### config.mk
export PLATFORM = sky130hd
export DESIGN_NAME = iso2022jp_stream_decoder_unit
export DESIGN_NICKNAME = d
export VERILOG_FILES = /design/src/design/iso2j_pkg.sv /design/src/design/iso2022jp_stream_decoder_unit.sv
export SDC_FILE = /design/constraint.sdc
export NUM_CORES = 1
export LEC_CHECK = 0
export BUFFER_PORTS_ARGS = -buffer_cell sky130_fd_sc_hd__buf_2
export CORE_MARGIN = 1.5
export CORE_UTILIZATION = 27
export CTS_CLUSTER_DIAMETER = 150
export CTS_CLUSTER_SIZE = 16
export DETAILED_ROUTE_END_ITERATION = 10
export PLACE_DENSITY_LB_ADDON = 0.3
export SLEW_MARGIN = 10
export SYNTH_ARGS = -nofsm -noshare
export SYNTH_HDL_FRONTEND = slang
export SYNTH_SLANG_ARGS = --single-unit
### constraint.sdc
create_clock -name clk -period 5.54 [get_ports clk]
set_input_delay 0.277 -clock clk [delete_from_list [all_inputs] [get_ports clk]]
set_output_delay 0.277 -clock clk [all_outputs]
set_load 0.01 [all_outputs]
### src/design/iso2j_pkg.sv
package iso2j_pkg;

    typedef enum logic [1:0] {
        SET_ASCII = 2'd0,
        SET_ROMAN = 2'd1,
        SET_KANA  = 2'd2,
        SET_KANJI = 2'd3
    } char_set_t;

    typedef enum logic [1:0] {
        ESC_IDLE  = 2'd0,
        ESC_SEEN  = 2'd1,
        ESC_INTRO = 2'd2
    } esc_phase_t;

    localparam logic [1:0] KIND_CODE    = 2'd0;
    localparam logic [1:0] KIND_PAIR    = 2'd1;
    localparam logic [1:0] KIND_INVALID = 2'd2;

    localparam logic [7:0] BYTE_ESC     = 8'h1B;
    localparam logic [7:0] BYTE_SO      = 8'h0E;
    localparam logic [7:0] BYTE_SI      = 8'h0F;
    localparam logic [7:0] BYTE_YEN     = 8'h5C;
    localparam logic [7:0] BYTE_TILDE   = 8'h7E;
    localparam logic [7:0] INTRO_SINGLE = 8'h28;
    localparam logic [7:0] INTRO_MULTI  = 8'h24;
    localparam logic [7:0] FINAL_ROMAN  = 8'h4A;
    localparam logic [7:0] FINAL_KANA   = 8'h49;
    localparam logic [7:0] FINAL_K1978  = 8'h40;
    localparam logic [7:0] FINAL_K1983  = 8'h42;
    localparam logic [7:0] HIGH_BIT     = 8'h80;

    localparam logic [15:0] CP_YEN      = 16'h00A5;
    localparam logic [15:0] CP_OVERLINE = 16'h203E;
    // Halfwidth kana: 7-bit form 0x21..0x5F and 8-bit form 0xA1..0xDF.
    localparam logic [15:0] KANA7_BASE  = 16'hFF40;
    localparam logic [15:0] KANA8_BASE  = 16'hFEC0;

    typedef struct packed {
        logic [7:0] in_byte;
        logic       first;
    } byte_item_t;

    typedef struct packed {
        logic [1:0]  kind;
        logic [15:0] value;
    } result_item_t;

endpackage

### src/design/iso2022jp_stream_decoder_unit.sv
// ISO-2022-JP byte stream decoder.
// An accepted byte waits in stage one; its result is then registered in stage two.
// Throughput: one byte per cycle, limited only by the single result register.
// Reset (rst_n low, asynchronous) empties both stages and returns the decoder
// to the ASCII set with no escape, shift or kanji lead pending.
module iso2022jp_stream_decoder_unit (
    input  logic                   clk,
    input  logic                   rst_n,
    input  logic                   byte_valid,
    output logic                   byte_ready,
    input  iso2j_pkg::byte_item_t  byte_data,
    output logic                   result_valid,
    input  logic                   result_ready,
    output iso2j_pkg::result_item_t result_data
);

    // Stage one: the accepted byte waits here while the decode logic looks at it.
    logic                    in_valid_reg;
    iso2j_pkg::byte_item_t   in_item_reg;

    // Decoder state, updated when the byte in stage one moves on.
    iso2j_pkg::char_set_t    set_reg, set_next;
    iso2j_pkg::esc_phase_t   phase_reg, phase_next;
    logic                    shift_reg, shift_next;
    logic                    lead_pend_reg, lead_pend_next;
    logic [7:0]              lead_byte_reg, lead_byte_next;
    logic [7:0]              intro_reg, intro_next;

    // Stage two: the result register that faces the consumer.
    logic                    out_valid_reg;
    iso2j_pkg::result_item_t out_item_reg;

    // Decode outputs.
    logic                    emit;
    iso2j_pkg::result_item_t res;
    iso2j_pkg::char_set_t    cur_set;
    iso2j_pkg::esc_phase_t   cur_phase;
    logic                    cur_shift;
    logic                    cur_lead_pend;
    logic [7:0]              b;
    logic                    kana7;
    logic                    kana8;
    logic                    advance;

    // A byte with no result may always leave stage one; one with a result needs
    // the result register to be empty or emptying in this cycle.
    assign advance    = in_valid_reg && (!emit || !out_valid_reg || result_ready);
    assign byte_ready = !in_valid_reg || advance;

    assign result_valid = out_valid_reg;
    assign result_data  = out_item_reg;

    always_comb
    begin
        b     = in_item_reg.in_byte;
        kana7 = (b > 8'h20) && (b <= 8'h5F);
        kana8 = (b > 8'hA0) && (b <= 8'hDF);

        // A first byte sees the reset state; the held lead and intro bytes are
        // never looked at then because nothing is pending.
        if (in_item_reg.first)
        begin
            cur_set       = iso2j_pkg::SET_ASCII;
            cur_phase     = iso2j_pkg::ESC_IDLE;
            cur_shift     = 1'b0;
            cur_lead_pend = 1'b0;
        end
        else
        begin
            cur_set       = set_reg;
            cur_phase     = phase_reg;
            cur_shift     = shift_reg;
            cur_lead_pend = lead_pend_reg;
        end

        set_next       = cur_set;
        phase_next     = cur_phase;
        shift_next     = cur_shift;
        lead_pend_next = cur_lead_pend;
        lead_byte_next = lead_byte_reg;
        intro_next     = intro_reg;
        emit           = 1'b0;
        res.kind       = iso2j_pkg::KIND_CODE;
        res.value      = 16'h0000;

        if (cur_lead_pend)
        begin
            // The trail byte is taken whatever it is, an ESC included.
            lead_pend_next = 1'b0;
            emit           = 1'b1;
            res.kind       = iso2j_pkg::KIND_PAIR;
            res.value      = {lead_byte_reg | iso2j_pkg::HIGH_BIT, b | iso2j_pkg::HIGH_BIT};
        end
        else
        begin
            case (cur_phase)
                iso2j_pkg::ESC_SEEN:
                begin
                    intro_next = b;
                    phase_next = iso2j_pkg::ESC_INTRO;
                end
                iso2j_pkg::ESC_INTRO:
                begin
                    phase_next = iso2j_pkg::ESC_IDLE;
                    if (intro_reg == iso2j_pkg::INTRO_SINGLE)
                    begin
                        if (b == iso2j_pkg::FINAL_ROMAN)
                            set_next = iso2j_pkg::SET_ROMAN;
                        else if (b == iso2j_pkg::FINAL_KANA)
                            set_next = iso2j_pkg::SET_KANA;
                        else
                            set_next = iso2j_pkg::SET_ASCII;
                    end
                    else if (intro_reg == iso2j_pkg::INTRO_MULTI)
                    begin
                        if (b == iso2j_pkg::FINAL_K1978 || b == iso2j_pkg::FINAL_K1983)
                            set_next = iso2j_pkg::SET_KANJI;
                        else
                            set_next = iso2j_pkg::SET_ASCII;
                    end
                end
                default:
                begin
                    if (b == iso2j_pkg::BYTE_ESC)
                    begin
                        phase_next = iso2j_pkg::ESC_SEEN;
                    end
                    else
                    begin
                        case (cur_set)
                            iso2j_pkg::SET_KANJI:
                            begin
                                lead_byte_next = b;
                                lead_pend_next = 1'b1;
                            end
                            iso2j_pkg::SET_KANA:
                            begin
                                emit = 1'b1;
                                if (kana7)
                                    res.value = iso2j_pkg::KANA7_BASE + {8'h00, b};
                                else
                                    res.kind = iso2j_pkg::KIND_INVALID;
                            end
                            iso2j_pkg::SET_ROMAN:
                            begin
                                if (b == iso2j_pkg::BYTE_SO)
                                begin
                                    shift_next = 1'b1;
                                end
                                else if (b == iso2j_pkg::BYTE_SI)
                                begin
                                    shift_next = 1'b0;
                                end
                                else
                                begin
                                    emit = 1'b1;
                                    if (b == iso2j_pkg::BYTE_YEN)
                                        res.value = iso2j_pkg::CP_YEN;
                                    else if (b == iso2j_pkg::BYTE_TILDE)
                                        res.value = iso2j_pkg::CP_OVERLINE;
                                    else if (cur_shift && kana7)
                                        res.value = iso2j_pkg::KANA7_BASE + {8'h00, b};
                                    else if (kana8)
                                        res.value = iso2j_pkg::KANA8_BASE + {8'h00, b};
                                    else if (!b[7])
                                        res.value = {8'h00, b};
                                    else
                                        res.kind = iso2j_pkg::KIND_INVALID;
                                end
                            end
                            default:
                            begin
                                emit = 1'b1;
                                if (!b[7])
                                    res.value = {8'h00, b};
                                else
                                    res.kind = iso2j_pkg::KIND_INVALID;
                            end
                        endcase
                    end
                end
            endcase
        end
    end

    // Control state.
    always_ff @(posedge clk or negedge rst_n)
    begin
        if (!rst_n)
        begin
            in_valid_reg  <= 1'b0;
            out_valid_reg <= 1'b0;
            set_reg       <= iso2j_pkg::SET_ASCII;
            phase_reg     <= iso2j_pkg::ESC_IDLE;
            shift_reg     <= 1'b0;
            lead_pend_reg <= 1'b0;
        end
        else
        begin
            if (byte_ready)
                in_valid_reg <= byte_valid;
            // A new result refills the register; otherwise a taken result empties it.
            if (advance && emit)
                out_valid_reg <= 1'b1;
            else if (result_ready)
                out_valid_reg <= 1'b0;
            if (advance)
            begin
                set_reg       <= set_next;
                phase_reg     <= phase_next;
                shift_reg     <= shift_next;
                lead_pend_reg <= lead_pend_next;
            end
        end
    end

    // Payload registers carry no reset.
    always_ff @(posedge clk)
    begin
        if (byte_ready && byte_valid)
            in_item_reg <= byte_data;
        if (advance)
        begin
            lead_byte_reg <= lead_byte_next;
            intro_reg     <= intro_next;
            if (emit)
                out_item_reg <= res;
        end
    end

endmodule

# Word level (Yosys, flattened, before mapping)

Index checks and enable logic that the tools add are counted.

Eq/ne operators: 16
Bitwise operators: 3
Add/subtract/negate cells: 2
Reductions and logical operators: 19
Magnitude comparators: 4
Mux-type cells: 50

Operators with widths:

| kind                    | count |
|---|---|
| $mux W16                | 5 |
| $pmux W18 S3            | 1 |
| $eq A8 B7 Y1 const B    | 6 |
| $mux W18                | 2 |
| $mux W17                | 2 |
| $mux W2                 | 17 |
| $mux W1                 | 19 |
| $eq A8 B4 Y1 const B    | 2 |
| $eq A8 B6 Y1 const B    | 2 |
| $mux W15                | 1 |
| $add A10 B9 Y11 const A | 1 |
| $add A9 B9 Y10 const A  | 1 |
| $eq A8 B5 Y1 const B    | 1 |
| $gt A8 B6 Y1 const B    | 1 |
| $gt A8 B8 Y1 const B    | 1 |
| $le A8 B7 Y1 const B    | 1 |
| $le A8 B8 Y1 const B    | 1 |
| $mux W7                 | 1 |
| $eq A2 B2 Y1 const B    | 3 |
| $logic_and A1 B1 Y1     | 6 |
| $reduce_and A5 Y1       | 1 |
| $eq A2 B1 Y1 const B    | 2 |
| $logic_or A1 B1 Y1      | 4 |
| $pmux W2 S2             | 1 |
| 8 further kinds         | 12 |

Bits of input ports: 13
Word-level logic and storage cells: 108
Flip-flop bits (word level): 50
Output and inout port bits: 20

# Depth between registers and ports, before layout

Depth after elaboration: 13
Mapped depth: 9
Gate-level depth less buffers: 7

# Worst setup path after synthesis

Ideal clock, no wire load.

Kind: register -> register
From: reg in_item_reg[0] (netlist name)
To: reg out_item_reg (netlist bit result_data[0]) (enable)
Path slack: 2.774 ns
Clock period less this slack: 2.766 ns
Setup time: 0.393 ns
Cell stages (with the launch flop): 9
Path buffers: 1
Data arrival time: 2.373 ns
Data required time: 5.147 ns
Cell sequence: edfxtp_1 > clkbuf_1 > nand2b_1 > inv_1 > ha_1 > o31a_1 > a31o_2 > nand2_1 > nor2_1

Cells in the longest elaborated chain, start to end: 11
Elaborated cells on any way between the ends: 17
Those cells by class: 4 x eq/ne; 7 x mux; 6 x reduce/logical

RTL lines:

| element                                      | line                                 | source |
|---|---|---|
| start: declaration                           | iso2022jp_stream_decoder_unit.sv:19  | `iso2j_pkg::byte_item_t in_item_reg;` |
| start signal: assignment                     | iso2022jp_stream_decoder_unit.sv:221 | `in_item_reg <= byte_data;` |
| $mux W2                                      | iso2022jp_stream_decoder_unit.sv:61  | `if (in_item_reg.first)` |
| $eq A2 B1 Y1 or $eq A2 B2 Y1 (tied branches) | iso2022jp_stream_decoder_unit.sv:130 | `case (cur_set)` |
| $pmux W1 S2                                  | iso2022jp_stream_decoder_unit.sv:130 |  |
| $mux W1                                      | iso2022jp_stream_decoder_unit.sv:124 | `if (b == iso2j_pkg::BYTE_ESC)` |
| $mux W1                                      | iso2022jp_stream_decoder_unit.sv:96  | `case (cur_phase)` |
| $mux W1 (*)                                  | iso2022jp_stream_decoder_unit.sv:86  | `if (cur_lead_pend)` |
| $logic_not A1 Y1                             | iso2022jp_stream_decoder_unit.sv:47  | `assign advance = in_valid_reg && (!emit \|\| !out_valid_reg \|\| result_ready);` |
| $logic_or A1 B1 Y1 (2 in a row)              | iso2022jp_stream_decoder_unit.sv:47  |  |
| $logic_and A1 B1 Y1                          | iso2022jp_stream_decoder_unit.sv:47  |  |
| $reduce_and A2 Y1 (no line) (*)              | --                                   |  |
| end signal: assignment                       | iso2022jp_stream_decoder_unit.sv:227 | `out_item_reg <= res;` |
| end: declaration                             | iso2022jp_stream_decoder_unit.sv:31  | `iso2j_pkg::result_item_t out_item_reg;` |

Every way passes the cells marked *; elsewhere a longest branch is shown, timed or not.
A chain may end at the register's enable or synchronous reset.

# Worst setup path after layout

From: reg in_item_reg (netlist bit b[7])
To: reg intro_reg[7] (enable)

Cells in the longest elaborated chain, start to end: 12
Elaborated cells on any way between the ends: 14
Those cells by class: 3 x eq/ne; 6 x mux; 5 x reduce/logical

RTL lines:

| element                             | line                                 | source |
|---|---|---|
| $eq A8 B4 Y1                        | iso2022jp_stream_decoder_unit.sv:150 | `else if (b == iso2j_pkg::BYTE_SI)` |
| $mux W1                             | iso2022jp_stream_decoder_unit.sv:150 |  |
| $mux W1                             | iso2022jp_stream_decoder_unit.sv:146 | `if (b == iso2j_pkg::BYTE_SO)` |
| $pmux W1 S2                         | iso2022jp_stream_decoder_unit.sv:130 |  |
| $mux W1 (*)                         | iso2022jp_stream_decoder_unit.sv:124 |  |
| $mux W1 (*)                         | iso2022jp_stream_decoder_unit.sv:96  |  |
| $mux W1 (*)                         | iso2022jp_stream_decoder_unit.sv:86  |  |
| $logic_not A1 Y1 (*)                | iso2022jp_stream_decoder_unit.sv:47  |  |
| $logic_or A1 B1 Y1 (*) (2 in a row) | iso2022jp_stream_decoder_unit.sv:47  |  |
| $logic_and A1 B1 Y1 (*)             | iso2022jp_stream_decoder_unit.sv:47  |  |
| $reduce_and A3 Y1 (no line) (*)     | --                                   |  |
| end signal: assignment              | iso2022jp_stream_decoder_unit.sv:225 | `intro_reg <= intro_next;` |
| end: declaration                    | iso2022jp_stream_decoder_unit.sv:27  | `logic [7:0] intro_reg, intro_next;` |

Marks and branches as above.

==> results.yml <==
global_route:
  grt_max_degree: 19
  grt_pass1_wl_mm: 10.4
  grt_pass1_vias: 1965
  gr-usage-all-layers: 0.129
  grt_overflow_total: 0
  antenna_found_initial: 0
worst_setup_path:
  path_cells: "inv_1 > ha_1 > nand2_1 > o31a_1 > a31oi_1 > and3_1"
  slowest_stage: "edfxtp_1"
  worstSetupStartpointType: "register"
  critPathMaxStageDelay_ns: 0.54
  crit_path_max_fanout: 9
  crit_family: "compound AO/OA/AOI/OAI gates"
  crit_buf_inv: 1
  critPathRequiredTime_ns: 5.51
  endpoint_kind: "register"
  critPathKind: "register to register"
  rrSetupSlack_ns: 2.58
  arrival_ns: 2.92
die:
  floorplan.initialDensity: 0.278
  die_x_um: 103
  die_h_um: 103
  num_rows: 36
  ios: 33
  core-area_um2: 9770
  die_area_um2: 10700
logic_synthesis:
  post-synth-top-count-cell: "edfxtp_1"
  syn_inst: 244
  synthArstFlopShare: 0.160
  avgSynthCellArea_um2: 11.1
  ys_top_cells_by_count: "edfxtp_1, nand2_1, nor2_1"
  synthFlopType: "edfxtp_1"
  synth_nets: 265
  synth_warnings: 0
  synth_top_area_share: 0.464
  synth_edf_count: 42
  synthesis.area_um2: 2720
  yosysTopAreaCell: "edfxtp_1"
  synthTopCellsByArea: "edfxtp_1, dfrtp_1, ha_1"
  yosysUniqueCellTypes: 62
  ys_seq_elements: 50
  yosysSeqAreaShare: 0.538
place:
  portBuffers: 32
  hpwl_mm: 4.86
  gp_congestion: 0.936
  place_area_um2: 3020
  place_ws_ns: 2.65
clock_tree:
  htree_levels: 2
  cts-root-buf: "clkbuf_8"
  ctsResizeCount: 0
  numCtsBuffers: 5
  cts_tree: "built"
  cts.sinks: 50
  clk_path_buf_depth: 2
  clk_latency_ns: 0.31
  cts.clk_slew.worst_paths_ns: 0.09
timing:
  min_period_ns: 2.96
  period_share: 0.533
  hold_ws_ns: 0.138
  slew_headroom: 0.592
  drv_slew: 0
  rsz0062_at_grt: "no"
  setup_slack_ns: 2.58
  fmax_mhz: 338
  hold_viol: 0
  fin_skew_ns: 0.00469
  tightest_slew_ns: 0.611
  final.setup.tns_ns: 0
  finalSetupViolCount: 0
pwr:
  pwr_density_cell_nw_per_um2: 238
  vdd_drop_max_mv: 0.0952
  p_leak_nw: 1.13
  report.power.total_mw: 0.741
layout:
  drive_gt1_frac: 0.183
  stdcell_area_um2: 3120
  nNetsFinal: 300
  syn2layout_area_growth_pct: 14.8
  largest_reg_flops: 18
  antenna_cells: 0
routing:
  wl_per_cell_um: 15.8
  dr.first_iter.drc_count: 102
  vias: 2098
  viasPerCell: 5.09
  wl_mm: 6.50
  ant_nets: 0
  drc: 0
  drtPass1Iterations: 4
job:
  cap_violations: 0
outcome:
  outcome: "finished, final reports clean"
min_path:
  hold_class: "primary input to register"
==> cell type report <==
| type | count | area [um^2] |
|---|---|---|
| clock inverters | 2 | 17.5 |
| flip-flops and latches | 50 | 1460 |
| well taps | 133 | 166 |
| clock buffers | 5 | 68.8 |
| repair buffers | 35 | 185 |
| fillers | 1007 | 6660 |
| multi-input cells | 175 | 1170 |
| inverters | 12 | 45.0 |
==> layout by cell type (no fill, tap or decap), types with 6 or more instances in the layout <==
master / Yosys / final
nor2_1: 13 / 13
a21oi_1: 10 / 10
inv_1: 11 / 11
o21ai_0: 6 / 6
a31oi_1: 6 / 6
ha_1: 8 / 8
and2_1: 6 / 6
nor2b_1: 6 / 6
buf_2: 2 / 32
edfxtp_1: 42 / 42
dfrtp_1: 8 / 8
nand2_1: 22 / 22
nand2b_1: 10 / 10
o211ai_1: 10 / 10
==> metal layers <==
metal | part of all wire | track usage
met4 | 0.025 | 0.0416
met3 | 0.066 | 0.0349
met2 | 0.45 | 0.211
met1 | 0.46 | 0.168
met5 | 0 | 0
==> worst register-to-register path: cells and delay by family (launching register included) <==
family	cells	cell delay (ns)
AOI/OAI and AO/OA	2	0.89
adders and majority gates	1	0.27
buffers and inverters	1	0.25
DFF	1	0.54
and+or+nand+nor	2	0.67
==> cells by family (layout without fill, tap and decap cells) <==
| family | after synthesis | in the layout | synth area share |
|---|---|---|---|
| adders and majority gates | 8 | 8 | 0.0368 |
| and+or+nand+nor | 100 | 100 | 0.211 |
| buffers and inverters | 19 | 54 | 0.0299 |
| DFF | 50 | 50 | 0.538 |
| AOI/OAI and AO/OA | 67 | 67 | 0.184 |
==> power by group <==
group	leakage (nW)	internal [mW]	switching (mW)
combinational	0.580	0.0315	0.0485
clock	0.0450	0.0899	0.126
sequential	0.505	0.428	0.0172
==> worst paths after layout <==
kind / start / end / cells past startpoint
max: b[7]$_DFFE_PP_ / intro_reg[7]$_DFFE_PP_ / 6
min: byte_data[5] / b[4]$_DFFE_PP_ / 1
max reg2reg: b[7]$_DFFE_PP_ / intro_reg[7]$_DFFE_PP_ / 6
min reg2reg: phase_reg[1]$_DFFE_PN0N_ / phase_reg[1]$_DFFE_PN0N_ / 1
max in group asynchronous: rst_n / set_reg[0]$_DFFE_PN0N_ / 2
min in group asynchronous: rst_n / lead_pend_reg$_DFFE_PN0N_ / 2
==> stage by stage <==
step | std cells | util
4_1_cts | 412 | 0.319
5_1_grt | 412 | 0.319
3_3_place_gp | 404 | 0.309
2_1_floorplan | 244 | -
6_report | 412 | 0.319
3_5_place_dp | 404 | 0.309
==> timing repair <==
item	4_1_cts	5_1_grt
buffers inserted	0	0
endpoints found under the hold margin	8	0
hold buffers	1	0
(Power assumes the default switching activity.)
